[src/design/dq_pkg.sv]
// Shared types and codes for the double-ended queue block.
// Used by dq_ctrl, dq_datapath and double_ended_queue_top; depends on nothing.
`timescale 1ns / 1ps
`default_nettype none

package dq_pkg;

    localparam int DATA_W = 32;
    localparam int ACT_W  = 2;
    localparam int STAT_W = 2;

    // Action codes carried on the input tuser
    typedef enum logic [ACT_W-1:0] {
        ACT_PUSH_REAR  = 2'd0,
        ACT_PUSH_FRONT = 2'd1,
        ACT_POP_FRONT  = 2'd2,
        ACT_POP_REAR   = 2'd3
    } action_t;

    // Result status codes carried on the output tuser
    typedef enum logic [STAT_W-1:0] {
        STAT_OK     = 2'd0,
        STAT_EMPTY  = 2'd1,
        STAT_FULL   = 2'd2,
        STAT_DENIED = 2'd3
    } status_t;

    // Deque discipline
    typedef enum logic {
        MODE_IN_RESTRICT  = 1'b0,
        MODE_OUT_RESTRICT = 1'b1
    } mode_t;

    // Controller states
    typedef enum logic [1:0] {
        ST_IDLE,
        ST_EXEC,
        ST_LOAD
    } state_t;

    // Commands from controller to datapath
    typedef struct packed {
        logic capture;   // latch the incoming item
        logic execute;   // decide, update pointers, access storage
        logic load;      // move the result into the output register
    } ctrl_cmd_t;

    // Status from datapath to controller
    typedef struct packed {
        logic out_busy;  // output register holds an item not taken this cycle
    } ctrl_stat_t;

endpackage : dq_pkg

`default_nettype wire

[src/design/dq_ctrl.sv]
// Sequencing controller for the double-ended queue.
// Depends on dq_pkg for the state, command and status types.
`timescale 1ns / 1ps
`default_nettype none

module dq_ctrl
(
    input  wire                 clk,
    input  wire                 rst_n,
    input  wire                 in_valid,
    output logic                in_ready,
    input  dq_pkg::ctrl_stat_t  stat,
    output dq_pkg::ctrl_cmd_t   cmd
);

    dq_pkg::state_t state_reg;
    dq_pkg::state_t state_next;

    // State register
    always_ff @(posedge clk or negedge rst_n)
    begin
        if (!rst_n)
        begin
            state_reg <= dq_pkg::ST_IDLE;
        end
        else
        begin
            state_reg <= state_next;
        end
    end

    // Next state
    always_comb
    begin
        state_next = state_reg;
        unique case (state_reg)
            dq_pkg::ST_IDLE:
            begin
                if (in_valid)
                begin
                    state_next = dq_pkg::ST_EXEC;
                end
            end
            dq_pkg::ST_EXEC:
            begin
                state_next = dq_pkg::ST_LOAD;
            end
            dq_pkg::ST_LOAD:
            begin
                if (!stat.out_busy)
                begin
                    state_next = dq_pkg::ST_IDLE;
                end
            end
            default:
            begin
                state_next = dq_pkg::ST_IDLE;
            end
        endcase
    end

    // Outputs
    always_comb
    begin
        in_ready    = 1'b0;
        cmd.capture = 1'b0;
        cmd.execute = 1'b0;
        cmd.load    = 1'b0;
        unique case (state_reg)
            dq_pkg::ST_IDLE:
            begin
                in_ready    = 1'b1;
                cmd.capture = in_valid;
            end
            dq_pkg::ST_EXEC:
            begin
                cmd.execute = 1'b1;
            end
            dq_pkg::ST_LOAD:
            begin
                cmd.load = !stat.out_busy;
            end
            default:
            begin
                in_ready = 1'b0;
            end
        endcase
    end

endmodule : dq_ctrl

`default_nettype wire

[src/design/dq_datapath.sv]
// Datapath of the double-ended queue: ring storage, head and count pointers,
// mode register and output register. Depends on dq_pkg.
`timescale 1ns / 1ps
`default_nettype none

module dq_datapath #(
    parameter int DEPTH = 16,
    localparam int AW = (DEPTH > 1) ? $clog2(DEPTH) : 1,
    localparam int CW = $clog2(DEPTH + 1),
    localparam int SW = AW + 1
)
(
    input  wire                          clk,
    input  wire                          rst_n,
    input  dq_pkg::ctrl_cmd_t            cmd,
    output dq_pkg::ctrl_stat_t           stat,
    input  wire                          cfg_we,
    input  wire                          cfg_wdata,
    input  dq_pkg::action_t              in_action,
    input  wire [dq_pkg::DATA_W-1:0]     in_value,
    input  wire                          out_ready,
    output logic                         out_valid,
    output logic [dq_pkg::DATA_W-1:0]    out_value,
    output dq_pkg::status_t              out_status,
    output logic [CW-1:0]                out_occ
);

    localparam logic [CW-1:0] FULL_COUNT = CW'(DEPTH);
    localparam logic [SW-1:0] RING_SIZE  = SW'(DEPTH);
    localparam logic [AW-1:0] LAST_INDEX = AW'(DEPTH - 1);

    // Storage
    logic [dq_pkg::DATA_W-1:0] mem [DEPTH];

    // Captured item
    dq_pkg::action_t           action_reg;
    logic [dq_pkg::DATA_W-1:0] value_reg;

    // Control state
    dq_pkg::mode_t  mode_reg;
    logic [AW-1:0]  head_reg;
    logic [AW-1:0]  head_next;
    logic [CW-1:0]  count_reg;
    logic [CW-1:0]  count_next;
    logic           out_valid_reg;

    // Execute results held for the load step
    dq_pkg::status_t           status_reg;
    logic                      pop_ok_reg;
    logic [dq_pkg::DATA_W-1:0] rd_data_reg;

    // Output register payload
    logic [dq_pkg::DATA_W-1:0] out_value_reg;
    dq_pkg::status_t           out_status_reg;
    logic [CW-1:0]             out_occ_reg;

    // Decision and addressing
    logic            allowed;
    logic            is_push;
    logic            op_ok;
    dq_pkg::status_t status_next;
    logic [CW-1:0]   offset;
    logic [SW-1:0]   ring_sum;
    logic [SW-1:0]   ring_wrap;
    logic [AW-1:0]   ring_pos;
    logic [AW-1:0]   head_dec;
    logic [AW-1:0]   head_inc;
    logic [AW-1:0]   access_addr;

    // Mode check comes before the empty and full checks
    always_comb
    begin
        if (mode_reg == dq_pkg::MODE_IN_RESTRICT)
        begin
            allowed = (action_reg != dq_pkg::ACT_PUSH_FRONT);
        end
        else
        begin
            allowed = (action_reg != dq_pkg::ACT_POP_REAR);
        end
        is_push = (action_reg == dq_pkg::ACT_PUSH_REAR) ||
                  (action_reg == dq_pkg::ACT_PUSH_FRONT);

        priority if (!allowed)
        begin
            status_next = dq_pkg::STAT_DENIED;
        end
        else if (is_push && (count_reg == FULL_COUNT))
        begin
            status_next = dq_pkg::STAT_FULL;
        end
        else if (!is_push && (count_reg == '0))
        begin
            status_next = dq_pkg::STAT_EMPTY;
        end
        else
        begin
            status_next = dq_pkg::STAT_OK;
        end
        op_ok = (status_next == dq_pkg::STAT_OK);
    end

    // Ring position of the rear slot: head plus an offset below 2*DEPTH
    always_comb
    begin
        unique case (action_reg)
            dq_pkg::ACT_PUSH_REAR:  offset = count_reg;
            dq_pkg::ACT_POP_REAR:   offset = count_reg - CW'(1);
            default:                offset = '0;
        endcase
        ring_sum  = SW'(head_reg) + SW'(offset);
        ring_wrap = (ring_sum >= RING_SIZE) ? (ring_sum - RING_SIZE) : ring_sum;
        ring_pos  = ring_wrap[AW-1:0];
        head_dec  = (head_reg == '0) ? LAST_INDEX : (head_reg - AW'(1));
        head_inc  = (head_reg == LAST_INDEX) ? '0 : (head_reg + AW'(1));
    end

    // Storage address, pointer updates
    always_comb
    begin
        head_next  = head_reg;
        count_next = count_reg;
        unique case (action_reg)
            dq_pkg::ACT_PUSH_FRONT: access_addr = head_dec;
            dq_pkg::ACT_POP_FRONT:  access_addr = head_reg;
            default:                access_addr = ring_pos;
        endcase
        if (cmd.execute && op_ok)
        begin
            if (is_push)
            begin
                count_next = count_reg + CW'(1);
            end
            else
            begin
                count_next = count_reg - CW'(1);
            end
            if (action_reg == dq_pkg::ACT_PUSH_FRONT)
            begin
                head_next = head_dec;
            end
            else if (action_reg == dq_pkg::ACT_POP_FRONT)
            begin
                head_next = head_inc;
            end
        end
    end

    // Control registers
    always_ff @(posedge clk or negedge rst_n)
    begin
        if (!rst_n)
        begin
            mode_reg      <= dq_pkg::MODE_IN_RESTRICT;
            head_reg      <= '0;
            count_reg     <= '0;
            out_valid_reg <= 1'b0;
        end
        else
        begin
            if (cfg_we)
            begin
                mode_reg <= dq_pkg::mode_t'(cfg_wdata);
            end
            head_reg  <= head_next;
            count_reg <= count_next;
            if (cmd.load)
            begin
                out_valid_reg <= 1'b1;
            end
            else if (out_ready)
            begin
                out_valid_reg <= 1'b0;
            end
        end
    end

    // Payload registers
    always_ff @(posedge clk)
    begin
        if (cmd.capture)
        begin
            action_reg <= in_action;
            value_reg  <= in_value;
        end
        if (cmd.execute)
        begin
            status_reg <= status_next;
            pop_ok_reg <= op_ok && !is_push;
        end
        if (cmd.load)
        begin
            out_value_reg  <= pop_ok_reg ? rd_data_reg : '0;
            out_status_reg <= status_reg;
            out_occ_reg    <= count_reg;
        end
    end

    // Ring storage: a write for a successful push, and a registered read on every item
    always_ff @(posedge clk)
    begin
        if (cmd.execute)
        begin
            if (op_ok && is_push)
            begin
                mem[access_addr] <= value_reg;
            end
            rd_data_reg <= mem[access_addr];
        end
    end

    assign stat.out_busy = out_valid_reg && !out_ready;
    assign out_valid     = out_valid_reg;
    assign out_value     = out_value_reg;
    assign out_status    = out_status_reg;
    assign out_occ       = out_occ_reg;

    // Checks
    a_count_bound: assert property (@(posedge clk) disable iff (!rst_n)
        count_reg <= FULL_COUNT)
        else $error("entry count above depth");

    a_head_bound: assert property (@(posedge clk) disable iff (!rst_n)
        head_reg <= LAST_INDEX)
        else $error("head index outside ring");

    a_push_grows: assert property (@(posedge clk) disable iff (!rst_n)
        (cmd.execute && op_ok && is_push) |=> (count_reg == $past(count_reg) + CW'(1)))
        else $error("successful push did not grow the queue");

    a_reject_holds: assert property (@(posedge clk) disable iff (!rst_n)
        (cmd.execute && !op_ok) |=> ($stable(head_reg) && $stable(count_reg)))
        else $error("rejected action changed queue state");

    a_load_free: assert property (@(posedge clk) disable iff (!rst_n)
        cmd.load |-> !(out_valid_reg && !out_ready))
        else $error("result loaded over an item not yet taken");

endmodule : dq_datapath

`default_nettype wire

[src/design/double_ended_queue_top.sv]
// A result becomes valid once its item has passed the execute and load states.
// Items are taken one at a time: capture, execute with one storage access and a
// registered read, then load, held while an untaken result waits on m_tready.
// The output register frees the input side once its item is loaded.
// Reset (rst_n low, asynchronous): queue empty, head 0, input-restricted mode,
// no result pending. Storage contents are not cleared.
`timescale 1ns / 1ps
`default_nettype none

module double_ended_queue_top #(
    parameter int DEPTH = 16,
    localparam int CW    = $clog2(DEPTH + 1),
    localparam int OBITS = dq_pkg::DATA_W + CW,
    localparam int OW    = ((OBITS + 7) / 8) * 8
)
(
    input  wire                           clk,
    input  wire                           rst_n,
    // Configuration: restrict_mode
    input  wire                           cfg_we,
    input  wire                           cfg_wdata,
    // Input items
    input  wire                           s_tvalid,
    output logic                          s_tready,
    input  wire [dq_pkg::DATA_W-1:0]      s_tdata,   // [31:0] push_value
    input  wire [dq_pkg::ACT_W-1:0]       s_tuser,   // [1:0] action
    // Result items
    output logic                          m_tvalid,
    input  wire                           m_tready,
    output logic [OW-1:0]                 m_tdata,   // [31:0] pop_value, then occupancy
    output logic [dq_pkg::STAT_W-1:0]     m_tuser    // [1:0] status
);

    dq_pkg::ctrl_cmd_t         cmd;
    dq_pkg::ctrl_stat_t        stat;
    logic [dq_pkg::DATA_W-1:0] out_value;
    dq_pkg::status_t           out_status;
    logic [CW-1:0]             out_occ;

    dq_ctrl u_ctrl (
        .clk      (clk),
        .rst_n    (rst_n),
        .in_valid (s_tvalid),
        .in_ready (s_tready),
        .stat     (stat),
        .cmd      (cmd)
    );

    dq_datapath #(
        .DEPTH (DEPTH)
    ) u_datapath (
        .clk        (clk),
        .rst_n      (rst_n),
        .cmd        (cmd),
        .stat       (stat),
        .cfg_we     (cfg_we),
        .cfg_wdata  (cfg_wdata),
        .in_action  (dq_pkg::action_t'(s_tuser)),
        .in_value   (s_tdata),
        .out_ready  (m_tready),
        .out_valid  (m_tvalid),
        .out_value  (out_value),
        .out_status (out_status),
        .out_occ    (out_occ)
    );

    // Pack result fields, zero-filled to whole bytes
    assign m_tdata = OW'({out_occ, out_value});
    assign m_tuser = out_status;

endmodule : double_ended_queue_top

`default_nettype wire

[config.mk]
export PLATFORM = sky130hd
export DESIGN_NAME = double_ended_queue_top
export DESIGN_NICKNAME = d
export VERILOG_FILES = /design/src/design/dq_pkg.sv /design/src/design/dq_ctrl.sv /design/src/design/dq_datapath.sv /design/src/design/double_ended_queue_top.sv
export SDC_FILE = /design/constraint.sdc
export NUM_CORES = 1
export LEC_CHECK = 0
export BUFFER_PORTS_ARGS = -buffer_cell sky130_fd_sc_hd__buf_2
export CAP_MARGIN = 15
export CORE_UTILIZATION = 40
export CTS_CLUSTER_DIAMETER = 80
export DETAILED_ROUTE_END_ITERATION = 6
export SYNTH_ARGS = -nofsm -noshare
export SYNTH_HDL_FRONTEND = slang
export SYNTH_SLANG_ARGS = --single-unit
export TNS_END_PERCENT = 1
[constraint.sdc]
create_clock -name clk -period 8.87 [get_ports clk]
set_input_delay 2.661 -clock clk [delete_from_list [all_inputs] [get_ports clk]]
set_output_delay 2.661 -clock clk [all_outputs]
set_load 0.01 [all_outputs]
# Yosys cells after proc, flatten, opt, wreduce, memory -nomap -nowiden
# Memories as Yosys holds them, arrays and structs flattened. A register that Yosys moved wholly into a read port is not among the register bits.
# Index checks and enable logic that the tools add are counted.
word_totals:
  register_bits: 89
  ram_bits: 512
  input_bits: 40
  out_inout_bits: 44
  memories: 1
memory_table:
  columns: ["memory", "depth", "width", "read_ports", "rd_ports_with_merged_regs", "wr", "line", "rtl"]
  rows:
  - ["u_datapath.mem", 16, 32, 1, 1, 1, "dq_datapath.sv:33", "logic [dq_pkg::DATA_W-1:0] mem [DEPTH];"]
classes:
  n_addsub: 6
  magnitude_cmp: 1
  eq_ne: 11
  n_mux: 24
  reduce_logical: 19
ops:
  columns: ["cell", "count"]
  rows:
  - ["two-way mux 4 bit", 5]
  - ["two-way mux 1 bit", 11]
  - ["one-hot mux 5 bit (2 select lines)", 1]
  - ["two-way mux 2 bit", 4]
  - ["one-hot mux 4 bit (2 select lines)", 1]
  - ["subtractor 4 x 1 -> 4 bit, second input constant", 2]
  - ["== test 2 bit, second input constant", 3]
  - ["logical AND 1 bit", 6]
  - ["zero test 2 bit", 3]
  - ["inequality test 2 bit, second input constant", 3]
  - ["one-hot mux 2 bit (3 select lines)", 1]
  - ["adder 4 x 5 -> 5 bit", 1]
  - ["adder 5 x 1 -> 5 bit, second input constant", 1]
  - ["== test 5 bit, second input constant", 1]
  - ["greater-or-equal comparator 5 bit, second input constant", 1]
  - ["zero test 5 bit", 1]
  - ["two-way mux 5 bit", 1]
  - ["subtractor 5 x 1 -> 5 bit, second input constant", 1]
  - ["adder 4 x 1 -> 4 bit, second input constant", 1]
  - ["== test 2 x 1 -> 1 bit, second input constant", 2]
  - ["== test 4 bit, second input constant", 1]
  - ["zero test 4 bit", 1]
  - ["AND reduction 2 bit", 2]
  - ["nonzero test 2 bit", 2]
  - ["3 further kinds", 5]

# Longest topological paths before layout
logic_depth:
  depth_word: 12
  depth_mapped: 15
  ltp_nobuf: 12

# Cells and area by module
# Synthesis repeated with hierarchy kept, for this count alone.
unflattened:
  cells_unflattened: 1370
  area_unflattened_um2: 24527.3
by_module_without_submodules:
  columns: ["module", "n_inst", "cells_each", "area_per_inst_um2", "seq_area_each_um2"]
  rows:
  - ["dq_datapath", 1, 1356, 24394.6, 18893.1]
  - ["dq_ctrl", 1, 10, 106.4, 50.0]
  - ["double_ended_queue_top", 1, 4, 26.3, 0.0]

# Worst setup path before layout
# No wires, ideal clock.
synth_timing:
  kind: "register to register"
  startpoint: "register u_datapath.action_reg[0]"
  endpoint: "memory u_datapath.mem[15][0] in the netlist's numbering (enable)"
  setup_time_ns: 0.513
  arrival_time_ns: 6.085
  path_slack_ns: 2.272
  stages_incl_launch_ff: 15
  n_path_buf: 4
  period_less_slack_ns: 6.598
  path_cell_list: "edfxtp_1 inv_1 ha_1 buf_2 buf_1 a21oi_1 ha_1 a21o_1 a21o_1 and3_1 nor4b_1 or3b_1 clkbuf_1 buf_2 nor4b_1"
synth_between:
  elab_chain_len: 12
  word_cells_on_any_way: 25
synth_lines:
  columns: ["item", "line", "rtl"]
  rows:
  - ["from (decl)", "dq_datapath.sv:36", "dq_pkg::action_t action_reg;"]
  - ["from (signal assigned)", "dq_datapath.sv:183", "action_reg <= in_action;"]
  - ["branches (longest 12 deep; another with adder 4 x 5 -> 5 bit)", null, null]
  - ["to (decl)", "dq_datapath.sv:33", null]
# Parallel ways; which one is timed is not known.

# Worst setup path in the final report
layout_timing:
  startpoint: "register u_datapath.action_reg[0]"
  endpoint: "memory u_datapath.mem[14][8] in the netlist's numbering (enable)"
# The elaborated chain is that of the path after synthesis.

==> metrics <==
hold slack 0.4336 ns; Core Area 60580 um2; Mapped Cells 1791; CTS Buf Count 68; CTS Buffer Depth 3; drt wl/cell 21.00 um; hold crit path type reg2reg; vias per inst 5.278; Worst setup EP type register; main area contributors after synthesis edfxtp_1 (76%), nand2_1 (8.1%), nand3_1 (5.4%); Multi-input gate area 5314 um2; largest area contributor in the netlist edfxtp_1; PD cells 337.4 nW/um2; Setup Buffers After CTS 0; Die Height 249.9 um; number of enable flip-flop cells after synthesis 620; largest net degree at the start of global routing 182; Cell Area, Synth 24580 um2; post-route setup TNS 0 ns; TritonCTS clock tree yes; outcome completed; proportion of layout cells with a drive suffix above 1 12.32%; worst-path fanout max 48; Filler cells 5325; via count 14240; clock-pin slew on the worst setup and hold paths 0.06 ns; clock latency on the worst-skew pair 0.60 ns; I/O Buffers 80; Primary FF master, synth edfxtp_1; Final Cycle Share 56.50%; drt first pass iters 5; Area Overhead vs Synth 14.13%; GRT Util Overall 18.32%; grt ovf 0; kind of critical path reg2reg; CTS resizes 0; CP required 9.07 ns; Final Max Tran Viols 0; Final Critical Period 5.012 ns; syn avg cell area 13.72 um2; root cell of the clock tree clkbuf_16; Rel. slew slack 21.52%; vias in the first global route 14120; warnings from Yosys 0; Clock Skews 0.01727 ns; starting density of the core 40.57%; DIE AREA 62440 um2; count of final setup violators 0; hpwl dp 29.51 mm; RSZ-0062 raised after global routing no; Num Clock Sinks 633; VDD IR-drop max 0.3983 mV; Die Wd 249.9 um; fmax 199.5 MHz; Netlist cell types 47; Reg area 18940 um2; antenna violations before repair 0; initial DRC count 1233; Worst EP arrival 5.22 ns; Post-CTS Hold Fix Bufs 0; Final ANT Viol Nets 0; Leak 9.596 nW; element type at the critical path start register; Cell Rows 90; Final Wtd Congestion 0.7980; H-tree lvl count 3; top cell type's share of synthesized area 75.75%; fraction of registers with async set/reset 2.054%; total routed wirelength 56.67 mm; Yosys reg bits 633; Seq/Total Area, Yosys 77.08%; DRC 0; most flop-heavy register u_datapath.mem; max reg flops 512; first-pass GRT wire length 86.17 mm; nets 1920; Least-Margin Pin Slew 1.173 ns; synth cell count leaders edfxtp_1 (620), nand2_1 (529), nand3_1 (263); Ports 84; max cap viols 0; top-count cell post-synth edfxtp_1; Fin. Hold Viols 0
==> worst max-delay path, stage by stage (launching register included) <==
cell	delay (ns)
edfxtp_1	0.42
inv_1	0.08
ha_1	0.83
a21oi_1	0.17
ha_1	0.33
a21o_1	0.16
a21o_1	0.19
and3_1	0.15
nor4b_1	0.24
or3b_4	0.17
buf_4	0.75
nor2b_4	1.08
==> cells by family after synthesis <==
group                      count (synthesis)  share of synthesized area (%)
and+or+nand+nor                          945                          17.22
AOI/OAI and AO/OA                         44                          1.247
muxes                                     36                          1.487
DFF                                      633                          77.08
buffers and inverters                    111                          1.996
adders and majority gates                 12                         0.6414
xor gates and xnor gates                   9                         0.3207
other                                      1                        0.01526
==> cells in the final DEF (no fill, tap or decap), types with 4 or more instances in the layout <==
cell type / n
nand4_1: 64
clkbuf_1: 7
ha_1: 11
buf_4: 24
clkinv_1: 14
inv_1: 8
nor2_4: 6
nand3_1: 263
clkbuf_16: 69
mux2i_1: 32
edfxtp_1: 620
xnor2_1: 6
o21ai_0: 8
dfrtp_1: 13
nor2_1: 11
and2_1: 35
bufinv_16: 6
mux2_2: 4
buf_2: 80
nor2b_4: 7
nand2_1: 529
nand2b_1: 6
a21oi_1: 17
clkinvlp_4: 5
nor3_1: 5
clkinv_2: 9
==> metrics by stage <==
| step | instances | power, W | utilization, % | area [um2] | worst slack [ns] |
|---|---|---|---|---|---|
| after floorplan | 1793 | 0.005831 | - | 24580 | 2.272 |
| after global placement | 2578 | 0.006775 | 42.70 | 25870 | 3.882 |
| after detailed placement | 2578 | 0.006818 | 42.70 | 25870 | 3.801 |
| after CTS | 2695 | 0.009567 | 46.23 | 28010 | 3.765 |
| after global routing | 2697 | 0.009972 | 46.29 | 28050 | 3.590 |
| final | 2698 | 0.009464 | 46.30 | 28050 | 3.859 |
==> layer usage <==
metal	up-vias	part of all wire [%]	track usage [%]
li1	6642	-	-
met1	7138	44	24.80
met2	376	49	30.27
met3	84	4.5	3.014
met4	0	2.3	5.608
met5	-	0	0
==> where the power goes <==
group          internal, W  switching [W]  total (W)
Clock              0.00160        0.00114    0.00274
Combinational     0.000874        0.00196    0.00283
Sequential         0.00369       0.000201    0.00389
==> final timing paths <==
check                                         start                  endpoint  slack, ns  cells after the start
min                        u_datapath.status_reg[0]  u_datapath.out_status[0]       0.43                      0
max                        u_datapath.action_reg[0]     u_datapath.mem[14][8]       3.86                     11
min reg2reg                u_datapath.status_reg[0]  u_datapath.out_status[0]       0.43                      0
max in group asynchronous                     rst_n    u_datapath.head_reg[2]       6.68                      1
min in group asynchronous                     rst_n       u_datapath.mode_reg       1.96                      1
max reg2reg                u_datapath.action_reg[0]     u_datapath.mem[14][8]       3.86                     11
==> layout make-up <==
class                      instances  share of cell area (%)
multi-input combinational       1049                   18.94
inverter                           9                  0.1204
clock inverter                    41                   1.369
clock buffer                      76                   6.249
timing repair buffer             107                   2.284
tap                              782                   3.488
sequential                       633                   67.54
antenna                            1                0.008921
No activity file was read; power rests on OpenSTA's default activity.
